[config.mk]
export PLATFORM = sky130hd
export DESIGN_NAME = key_press_classifier
export DESIGN_NICKNAME = d
export VERILOG_FILES = /design/src/design/kpc_pkg.sv /design/src/design/kpc_fsm.sv /design/src/design/key_press_classifier.sv
export SDC_FILE = /design/constraint.sdc
export NUM_CORES = 1
export LEC_CHECK = 0
export BUFFER_PORTS_ARGS = -buffer_cell sky130_fd_sc_hd__buf_2
export CAP_MARGIN = 20
export CORE_ASPECT_RATIO = 1.1
export CORE_UTILIZATION = 45
export DETAILED_ROUTE_END_ITERATION = 10
export PLACE_DENSITY = 0.65
export SLEW_MARGIN = 5
export SYNTH_ARGS = -nofsm -noshare
export SYNTH_HDL_FRONTEND = slang
export SYNTH_HIERARCHICAL = 1
export SYNTH_SLANG_ARGS = --single-unit
[constraint.sdc]
create_clock -name clk -period 3.7 [get_ports clk]
set_clock_uncertainty 0.2 [all_clocks]
set_input_delay 0.74 -clock clk [delete_from_list [all_inputs] [get_ports clk]]
set_output_delay 0.74 -clock clk [all_outputs]
set_load 0.03 [all_outputs]
[src/design/kpc_pkg.sv]
// Shared types and constants for the key press classifier.
// No dependencies; imported by kpc_fsm and key_press_classifier.
package kpc_pkg;

  // Field widths
  localparam int KEY_W   = 3;   // sampled key levels
  localparam int CODE_W  = 4;   // event code
  localparam int IDX_W   = 2;   // tracked key number
  localparam int TIMER_W = 16;  // phase timer and 16-bit thresholds
  localparam int LOCK_W  = 8;   // lockout counter and threshold
  localparam int CFG_IDX_W  = 8;
  localparam int CFG_DATA_W = 16;

  // Register indexes on the configuration channel
  localparam logic [CFG_IDX_W-1:0] REG_LONG_TICKS     = 8'd0;
  localparam logic [CFG_IDX_W-1:0] REG_DOUBLE_WINDOW  = 8'd1;
  localparam logic [CFG_IDX_W-1:0] REG_LOCKOUT_TICKS  = 8'd2;
  localparam logic [CFG_IDX_W-1:0] REG_DOUBLE_HOLDOFF = 8'd3;

  // Register reset values
  localparam logic [TIMER_W-1:0] LONG_TICKS_RST     = 16'd500;
  localparam logic [TIMER_W-1:0] DOUBLE_WINDOW_RST  = 16'd150;
  localparam logic [LOCK_W-1:0]  LOCKOUT_TICKS_RST  = 8'd50;
  localparam logic [TIMER_W-1:0] DOUBLE_HOLDOFF_RST = 16'd150;

  // Event code bases, key number is added on top
  localparam logic [CODE_W-1:0] CODE_SHORT  = 4'd1;
  localparam logic [CODE_W-1:0] CODE_DOUBLE = 4'd4;
  localparam logic [CODE_W-1:0] CODE_LONG   = 4'd7;

  // Timing settings handed from the register bank to the classifier
  typedef struct packed {
    logic [TIMER_W-1:0] long_ticks;
    logic [TIMER_W-1:0] double_window;
    logic [LOCK_W-1:0]  lockout_ticks;
    logic [TIMER_W-1:0] double_holdoff;
  } kpc_cfg_t;

  // One classified event
  typedef struct packed {
    logic              valid;
    logic [CODE_W-1:0] code;
  } kpc_event_t;

endpackage

[src/design/kpc_fsm.sv]
// Press classifier state machine: phase, tracked key, phase timer, lockout.
// Depends on kpc_pkg; one sample is processed on each cycle step is high.
module kpc_fsm
  import kpc_pkg::*;
#(
  parameter int NUM_KEYS = 3
) (
  input  logic             clk,
  input  logic             rst_n,
  input  logic             step,
  input  logic [KEY_W-1:0] keys,
  input  kpc_cfg_t         cfg,
  output kpc_event_t       evt
);

  localparam int KEYS_USED = (NUM_KEYS < KEY_W) ? NUM_KEYS : KEY_W;

  typedef enum logic [1:0] {
    PH_IDLE    = 2'd0,
    PH_HELD    = 2'd1,
    PH_WINDOW  = 2'd2,
    PH_HOLDOFF = 2'd3
  } phase_t;

  phase_t             phase_r, phase_nxt;
  logic [IDX_W-1:0]   key_r, key_nxt;
  logic [TIMER_W-1:0] timer_r, timer_nxt;
  logic [LOCK_W-1:0]  lock_r, lock_nxt;

  logic [TIMER_W-1:0] timer_up;
  logic               found;
  logic [IDX_W-1:0]   first_idx;
  logic               down;
  logic               cleared;
  logic               emit;
  logic [CODE_W-1:0]  code;

  // Saturating timer increment
  assign timer_up = (timer_r == {TIMER_W{1'b1}}) ? timer_r : timer_r + 1'b1;

  // Lowest-numbered pressed key among those in use
  always_comb begin
    found     = 1'b0;
    first_idx = '0;
    for (int i = KEYS_USED - 1; i >= 0; i--) begin
      if (keys[i]) begin
        found     = 1'b1;
        first_idx = IDX_W'(i);
      end
    end
  end

  assign down = keys[key_r];

  // Next state and event for this sample
  always_comb begin
    phase_nxt = phase_r;
    key_nxt   = key_r;
    timer_nxt = timer_r;
    cleared   = 1'b0;
    emit      = 1'b0;
    code      = '0;
    case (phase_r)
      PH_IDLE: begin
        if (found) begin
          if (lock_r < cfg.lockout_ticks) begin
            cleared = 1'b1;
          end else begin
            key_nxt   = first_idx;
            timer_nxt = TIMER_W'(1);
            if (cfg.long_ticks <= TIMER_W'(1)) begin
              emit      = 1'b1;
              code      = CODE_LONG + {2'b00, first_idx};
              cleared   = 1'b1;
              phase_nxt = PH_IDLE;
            end else begin
              phase_nxt = PH_HELD;
            end
          end
        end
      end
      PH_HELD: begin
        if (down) begin
          timer_nxt = timer_up;
          if (timer_up >= cfg.long_ticks) begin
            emit      = 1'b1;
            code      = CODE_LONG + {2'b00, key_r};
            cleared   = 1'b1;
            phase_nxt = PH_IDLE;
          end
        end else begin
          timer_nxt = TIMER_W'(1);
          if (cfg.double_window <= TIMER_W'(1)) begin
            emit      = 1'b1;
            code      = CODE_SHORT + {2'b00, key_r};
            phase_nxt = PH_IDLE;
          end else begin
            phase_nxt = PH_WINDOW;
          end
        end
      end
      PH_WINDOW: begin
        if (down) begin
          emit      = 1'b1;
          code      = CODE_DOUBLE + {2'b00, key_r};
          timer_nxt = '0;
          phase_nxt = (cfg.double_holdoff == '0) ? PH_IDLE : PH_HOLDOFF;
        end else begin
          timer_nxt = timer_up;
          if (timer_up >= cfg.double_window) begin
            emit      = 1'b1;
            code      = CODE_SHORT + {2'b00, key_r};
            phase_nxt = PH_IDLE;
          end
        end
      end
      PH_HOLDOFF: begin
        timer_nxt = timer_up;
        if (timer_up >= cfg.double_holdoff) phase_nxt = PH_IDLE;
      end
      default: phase_nxt = PH_IDLE;
    endcase
  end

  // Lockout counter: clear or count up, saturating
  always_comb begin
    if (cleared) lock_nxt = '0;
    else if (lock_r == {LOCK_W{1'b1}}) lock_nxt = lock_r;
    else lock_nxt = lock_r + 1'b1;
  end

  assign evt.valid = step & emit;
  assign evt.code  = code;

  // Hold state between samples, advance on step
  always_ff @(posedge clk) begin
    if (!rst_n) begin
      phase_r <= PH_IDLE;
      key_r   <= '0;
      timer_r <= '0;
      lock_r  <= '0;
    end else if (step) begin
      phase_r <= phase_nxt;
      key_r   <= key_nxt;
      timer_r <= timer_nxt;
      lock_r  <= lock_nxt;
    end
  end

endmodule

[src/design/key_press_classifier.sv]
// Key press classifier top level: register bank, input and result registers.
// Depends on kpc_pkg and kpc_fsm.
//
// One key sample is taken per cycle while the input is not stalled. A word
// accepted on the input stream is held in the input register and classified
// from there. If it completes a press, the event code is loaded into the
// result register and presented on the output stream from there. Throughput
// is one word per cycle while the result register drains. When a result waits
// untaken, the input register takes at most one more word and holds it, and
// the input stalls until the result is taken. Configuration writes are taken
// in any cycle and should only be issued while no sample is in flight. No
// clearing pass is needed after reset.
module key_press_classifier
  import kpc_pkg::*;
#(
  parameter int NUM_KEYS = 3
) (
  input  logic                  clk,
  input  logic                  rst_n,
  // Input stream
  input  logic                  in_tvalid,
  output logic                  in_tready,
  input  logic [7:0]            in_tdata,   // [2:0] key_levels
  // Result stream
  output logic                  out_tvalid,
  input  logic                  out_tready,
  output logic [7:0]            out_tdata,  // [3:0] event_code
  // Configuration writes
  input  logic                  cfg_valid,
  output logic                  cfg_ready,
  input  logic [CFG_IDX_W-1:0]  cfg_index,
  input  logic [CFG_DATA_W-1:0] cfg_data
);

  kpc_cfg_t          cfg_r;
  logic              in_valid_r;
  logic [KEY_W-1:0]  in_keys_r;
  logic              out_valid_r;
  logic [CODE_W-1:0] out_code_r;
  logic              step;
  kpc_event_t        evt;

  // Register bank, always ready
  assign cfg_ready = 1'b1;

  always_ff @(posedge clk) begin
    if (!rst_n) begin
      cfg_r.long_ticks     <= LONG_TICKS_RST;
      cfg_r.double_window  <= DOUBLE_WINDOW_RST;
      cfg_r.lockout_ticks  <= LOCKOUT_TICKS_RST;
      cfg_r.double_holdoff <= DOUBLE_HOLDOFF_RST;
    end else if (cfg_valid) begin
      case (cfg_index)
        REG_LONG_TICKS:     cfg_r.long_ticks     <= cfg_data;
        REG_DOUBLE_WINDOW:  cfg_r.double_window  <= cfg_data;
        REG_LOCKOUT_TICKS:  cfg_r.lockout_ticks  <= cfg_data[LOCK_W-1:0];
        REG_DOUBLE_HOLDOFF: cfg_r.double_holdoff <= cfg_data;
        default: ;
      endcase
    end
  end

  // Process the held word when the result register has room
  assign step      = in_valid_r & (~out_valid_r | out_tready);
  assign in_tready = ~in_valid_r | step;

  // Input register
  always_ff @(posedge clk) begin
    if (!rst_n) begin
      in_valid_r <= 1'b0;
    end else if (in_tready) begin
      in_valid_r <= in_tvalid;
    end
  end

  always_ff @(posedge clk) begin
    if (in_tvalid && in_tready) in_keys_r <= in_tdata[KEY_W-1:0];
  end

  kpc_fsm #(
    .NUM_KEYS(NUM_KEYS)
  ) u_fsm (
    .clk   (clk),
    .rst_n (rst_n),
    .step  (step),
    .keys  (in_keys_r),
    .cfg   (cfg_r),
    .evt   (evt)
  );

  // Result register: load a new event, drop a taken one
  always_ff @(posedge clk) begin
    if (!rst_n) begin
      out_valid_r <= 1'b0;
    end else if (evt.valid) begin
      out_valid_r <= 1'b1;
    end else if (out_tready) begin
      out_valid_r <= 1'b0;
    end
  end

  always_ff @(posedge clk) begin
    if (evt.valid) out_code_r <= evt.code;
  end

  assign out_tvalid = out_valid_r;
  assign out_tdata  = {{(8 - CODE_W){1'b0}}, out_code_r};

endmodule

# After elaboration in Yosys (flattened, before gate mapping)
# Cells that the tools add are included.
dict set report op_classes {
  n_addsub 6
  n_mul 0
  div_mod_pow 0
  order_cmp 7
  eq_ne 14
  n_shift 0
  muxes 51
  bitwise 7
  reduce_logical 13
}
# cell count
set ops {}
lappend ops {{$mux 16} 5}
lappend ops {{$pmux 16 s4} 1}
lappend ops {{$ge 16x16->1} 3}
lappend ops {{$le 16x1->1 const B} 2}
lappend ops {{$mux 4} 8}
lappend ops {{$mux 2} 12}
lappend ops {{$mux 1} 18}
lappend ops {{$add 16x1->16 const B} 1}
lappend ops {{$eq 16x16->1 const B} 1}
lappend ops {{$eq 8x2->1 const B} 2}
lappend ops {{$logic_not 16->1} 1}
lappend ops {{$mux 8} 2}
lappend ops {{$add 3x2->4 const A} 3}
lappend ops {{$pmux 4 s3} 1}
lappend ops {{$reduce_and 2->1} 5}
lappend ops {{$add 8x1->8 const B} 1}
lappend ops {{$eq 8x1->1 const B} 1}
lappend ops {{$eq 8x8->1 const B} 1}
lappend ops {{$logic_not 8->1} 1}
lappend ops {{$lt 8x8->1} 1}
lappend ops {{$pmux 2 s4} 1}
lappend ops {{$ne 2x1->1 const B} 3}
lappend ops {{$reduce_and 6->1} 1}
lappend ops {{$eq 2x2->1 const B} 2}
lappend ops {{other kinds (17)} 21}
dict set report word_totals {
  register_bits 93
  latch_bits 0
  ramBits 0
  mem_bits_ro 0
  in_bits 37
  wordCells 110
  mem_count 0
}

# Logic depth before layout (Yosys ltp)
dict set report logic_depth {
  word_depth 8
  mapped_depth 14
}

# Modules after synthesis
# The synthesis kept the hierarchy.
# module n_inst cells_each area_per_inst_um2 seq_area_each_um2
set modules_own_cells {}
lappend modules_own_cells {kpc_fsm 1 454 3490.8 560.5}
lappend modules_own_cells {key_press_classifier 1 234 2560.0 1371.3}

# Least setup slack after synthesis
# Ideal clock, no wire load.
dict set report synth_path {
  path_type {register -> register}
  startpoint {register u_fsm.timer_r[8]}
  endpoint {register out_valid_r, in the netlist out_tvalid}
  arrival_time_ps 3355
  t_required_ps 3385
  path_slack_ps 30
  path_stages_with_launch 13
  period_less_slack_ps 3670
  path_cell_list {dfxtp_1 and3_4 nand3_4 or4_4 buf_6 xnor2_2 ha_1 nand2b_1 a2111o_1 a32o_1 o211ai_2 a41oi_1 o21a_1}
}
# element line
set synth_rtl {}
lappend synth_rtl {{start, declared} kpc_fsm.sv:27} ;# logic [TIMER_W-1:0] timer_r, timer_nxt;
lappend synth_rtl {{start signal, assigned} kpc_fsm.sv:145} ;# timer_r <= timer_nxt;
lappend synth_rtl {{end signal, assigned} key_press_classifier.sv:94} ;# out_valid_r <= 1'b0;
lappend synth_rtl {{end signal, assigned} key_press_classifier.sv:96} ;# out_valid_r <= 1'b1;
lappend synth_rtl {{end signal, assigned} key_press_classifier.sv:98} ;# out_valid_r <= 1'b0;
lappend synth_rtl {{end, declared} key_press_classifier.sv:38} ;# logic out_valid_r;

==> flow_metrics.py <==
metrics = {
    "timing": {
        "slew_violations": 0,
        "fin_ws_ns": 0.04742,
        "max_freq_mhz": 273.8,
        "setup_viol": 0,
        "tightest_slew_ns": 0.8232,
        "timing.final.crit_share_pct": 98.72,
        "holdWs_ns": 0.2660,
        "period_minus_slack_ns": 3.653,
        "hold_violations": 0,
        "setup_tns_ns": 0,
        "relSlewSlack_pct": 45.12,
        "rsz0062_at_grt": "yes",
    },
    "setup_path": {
        "critPathCaptureType": "register",
        "crit_slowest_cell": "or4_4",
        "worstPathMaxFanout": 6,
        "rr_startpoint": "u_fsm/timer_r[10]",
        "crit_type": "reg2reg",
        "timing.rr.end": "out_tvalid",
        "crit_path_end": "out_tvalid",
        "start_kind": "register",
        "worstPathRequired_ns": 3.74,
        "ff2ff_setup_slack_ns": 0.05,
        "critPathArrivalTime_ns": 3.69,
        "crit_chain": "and3_4 -> nand3_4 -> or4_4 -> mux2_4 -> ha_4 -> a2111o_1 -> a32o_2 -> o211ai_4 -> a41oi_2 -> buf_6 -> o21a_1",
        "r2r_cells": 11,
        "slowest_delay_ns": 0.64,
        "crit_start": "u_fsm/timer_r[10]",
    },
    "synthesis": {
        "synthXorXnorAreaFrac_pct": 1.716,
        "synth_edf_count": 7,
        "synth_compound_gate_area_share_pct": 13.07,
        "synth_area_leaders": "dfxtp_1 (28%), ha_1 (12%), mux2i_1 (9.9%), nand2_1 (6.0%), inv_1 (4.0%)",
        "synth_warnings": 6,
        "synthSimpleGateAreaFrac_pct": 23.12,
        "synth-seq-area-share_pct": 31.93,
        "yosys_register_bits": 93,
        "syn_area_mm2": 0.006051,
        "synth_top_area_cell": "dfxtp_1",
        "ys.flop_type": "dfxtp_1",
        "yosys.area_share.adder_pct": 12.41,
        "synth.area.mux_share_pct": 10.36,
        "synth_top_cell_area_share_pct": 28.45,
        "synth.distinct_cells": 73,
        "synth_area_per_cell_um2": 8.795,
        "synth-async-reset-ratio_pct": 0,
        "synthCells": 688,
        "synth_top_family_by_area": "simple AND/OR/NAND/NOR gates",
    },
    "place": {
        "dpl.hpwl_um": 11180,
        "pre_cts_ws_ns": -0.1210,
        "gp_congestion": 0.8893,
        "io_buffers": 37,
        "dp_cells": 891,
    },
    "global_route": {
        "grt_overflow": 0,
        "top_usage_layer": "met2",
        "use_met2_pct": 37.38,
        "grt_pass1_vias": 4965,
        "grt_pass1_wl_um": 23720,
        "use_met3_pct": 3.066,
        "use_met1_pct": 27.02,
        "grt_max_degree": 47,
        "grt.total_usage_pct": 21.63,
        "antenna_found_initial": 0,
    },
    "clocking": {
        "cts.path.max_buffers": 2,
        "cts_root_buf": "clkbuf_16",
        "cts_max_level": 3,
        "cts_tree": "yes",
        "numClockSinks": 93,
        "clock_latency_ns": 0.35,
        "numCtsBuffers": 9,
        "clkTransAtPathRegs_ns": 0.08,
    },
    "pwr": {
        "ir_drop_mv": 0.2462,
        "p_leak_nw": 3.280,
        "power_density_mw_per_mm2": 285.6,
    },
    "finish": {
        "mostFrequentLayoutCells": "nand2_1 (93), dfxtp_1 (81), inv_1 (65)",
        "fill_cells": 1172,
        "regArea_mm2": 0.001938,
        "nNetsFinal": 847,
        "diodes": 0,
        "final_common_cell": "nand2_1",
        "multiInputGateArea_mm2": 0.003877,
        "syn_to_final_growth_pct": 16.79,
        "fin_cells": 916,
        "drive_gt1_share_pct": 18.54,
    },
    "worst_hold_path": {
        "hold_path.class": "reg2reg",
    },
    "run": {
        "drv_cap": 0,
    },
    "floorplan": {
        "ios": 48,
        "core_area_mm2": 0.01316,
        "start_util_pct": 45.99,
        "die_w_um": 112.6,
        "dieArea_mm2": 0.01391,
        "rows": 44,
        "dieHeight_um": 123.6,
    },
    "drt": {
        "drc": 0,
        "ant_nets": 0,
        "drt_wl_total_um": 14880,
        "vias": 5137,
        "via_per_inst": 5.608,
        "wire_per_inst_um": 16.24,
        "drt_first_pass_iters": 5,
        "initialDrtViolationCount": 191,
    },
    "outcome": {
        "status": "complete, no violations",
    },
}
[worst min path at each step]
stage                      to  depth (start not counted)  slack (ns)       from
floorplan           cfg_r[16]                          2        0.23  cfg_r[16]
global placement    cfg_r[24]                          2        0.25  cfg_r[24]
detailed placement  cfg_r[18]                          2        0.26  cfg_r[18]
CTS                 cfg_r[18]                          2        0.27  cfg_r[18]
global route        cfg_r[23]                          2        0.28  cfg_r[23]
finish              cfg_r[18]                          2        0.27  cfg_r[18]
[timing repair]
action / 4_1_cts / 5_1_grt
cloned: 0 / 1
setup endpoints to repair: 13 / 17
hold buffers: 0 / 0
setup buffers: 1 / 7
endpoints found under the hold margin: 0 / 0
gates resized for setup: 4 / 38
pin swaps: 1 / 21
[critical path, delay by kind of cell (launching register included)]
| family | cells | cell delay, ns |
|---|---|---|
| flip-flops | 1 | 0.33 |
| buffers and inverters | 1 | 0.16 |
| multiplexers | 1 | 0.38 |
| AND/OR/NAND/NOR | 3 | 0.97 |
| AO/OA/AOI/OAI | 5 | 1.27 |
| adder cells (fa/ha/maj) | 1 | 0.22 |
[registers in the layout, summed over array words and instances (netlist names)]
register and flops:
u_fsm/phase_r 2, u_fsm/timer_r 16, in_valid_r 1, out_tvalid 1
in_keys_r 3, cfg_r 56, out_code_r 4, u_fsm/key_r 2
u_fsm/lock_r 8
[Yosys cell counts, types with 3 or more instances]
| cell type | n |
|---|---|
| nor2_1 | 15 |
| mux2i_1 | 60 |
| and4_1 | 3 |
| o21a_1 | 5 |
| nand2b_1 | 11 |
| nor2b_1 | 37 |
| inv_1 | 65 |
| nand4_1 | 12 |
| a21oi_1 | 21 |
| a31oi_1 | 5 |
| dfxtp_1 | 86 |
| ha_1 | 60 |
| nand3b_1 | 4 |
| xor2_1 | 3 |
| and2_1 | 9 |
| o22ai_1 | 3 |
| a211oi_1 | 7 |
| edfxtp_1 | 7 |
| nand4b_1 | 6 |
| nand3_1 | 15 |
| buf_4 | 5 |
| a21o_1 | 7 |
| xnor2_1 | 7 |
| buf_2 | 3 |
| nor4_1 | 11 |
| clkbuf_1 | 16 |
| o2bb2ai_1 | 5 |
| o211a_1 | 3 |
| and3_1 | 9 |
| o211ai_1 | 10 |
| o221ai_1 | 3 |
| buf_6 | 5 |
| nor3_1 | 7 |
| nand2_1 | 96 |
| o21ai_0 | 16 |
[kinds of logic (layout without fill, tap and decap cells)]
kind of cell	count (synthesis)	after routing
compound gates	110	110
other cells	2	5
fa+ha+maj	60	60
xor+xnor	11	11
simple gates	254	255
mux	62	62
buf+inv	96	159
flops	93	93
[per-stage QoR]
step	cell area, µm²	power [W]	utilization, %
5_1_grt	7067	0.002086	53.71
6_report	7067	0.002018	53.71
4_1_cts	6825	0.002037	51.87
3_3_place_gp	6513	0.001143	49.50
2_1_floorplan	6062	0.001108	-
3_5_place_dp	6513	0.001146	49.50
[routing by layer]
| metal | vias up | share of wire (%) |
|---|---|---|
| met5 | - | 0 |
| met4 | 0 | 2.4 |
| met3 | 29 | 3.2 |
| met2 | 123 | 48 |
| met1 | 2424 | 46 |
| li1 | 2561 | - |
[report_power, final]
part	switching (W)	internal (W)
registers	0.00000410	0.00102
logic	0.0000660	0.0000391
clock network	0.000427	0.000466
total	0.000497	0.00152
[final cells by class]
cell class | count | area share, %
inverter | 65 | 3.453
clock inverter | 7 | 0.7967
tap | 161 | 2.851
sequential | 93 | 27.43
multi-input combinational | 503 | 54.87
timing repair buffer | 78 | 7.419
clock buffer | 9 | 3.187
Power figures use the tool's default switching activity.
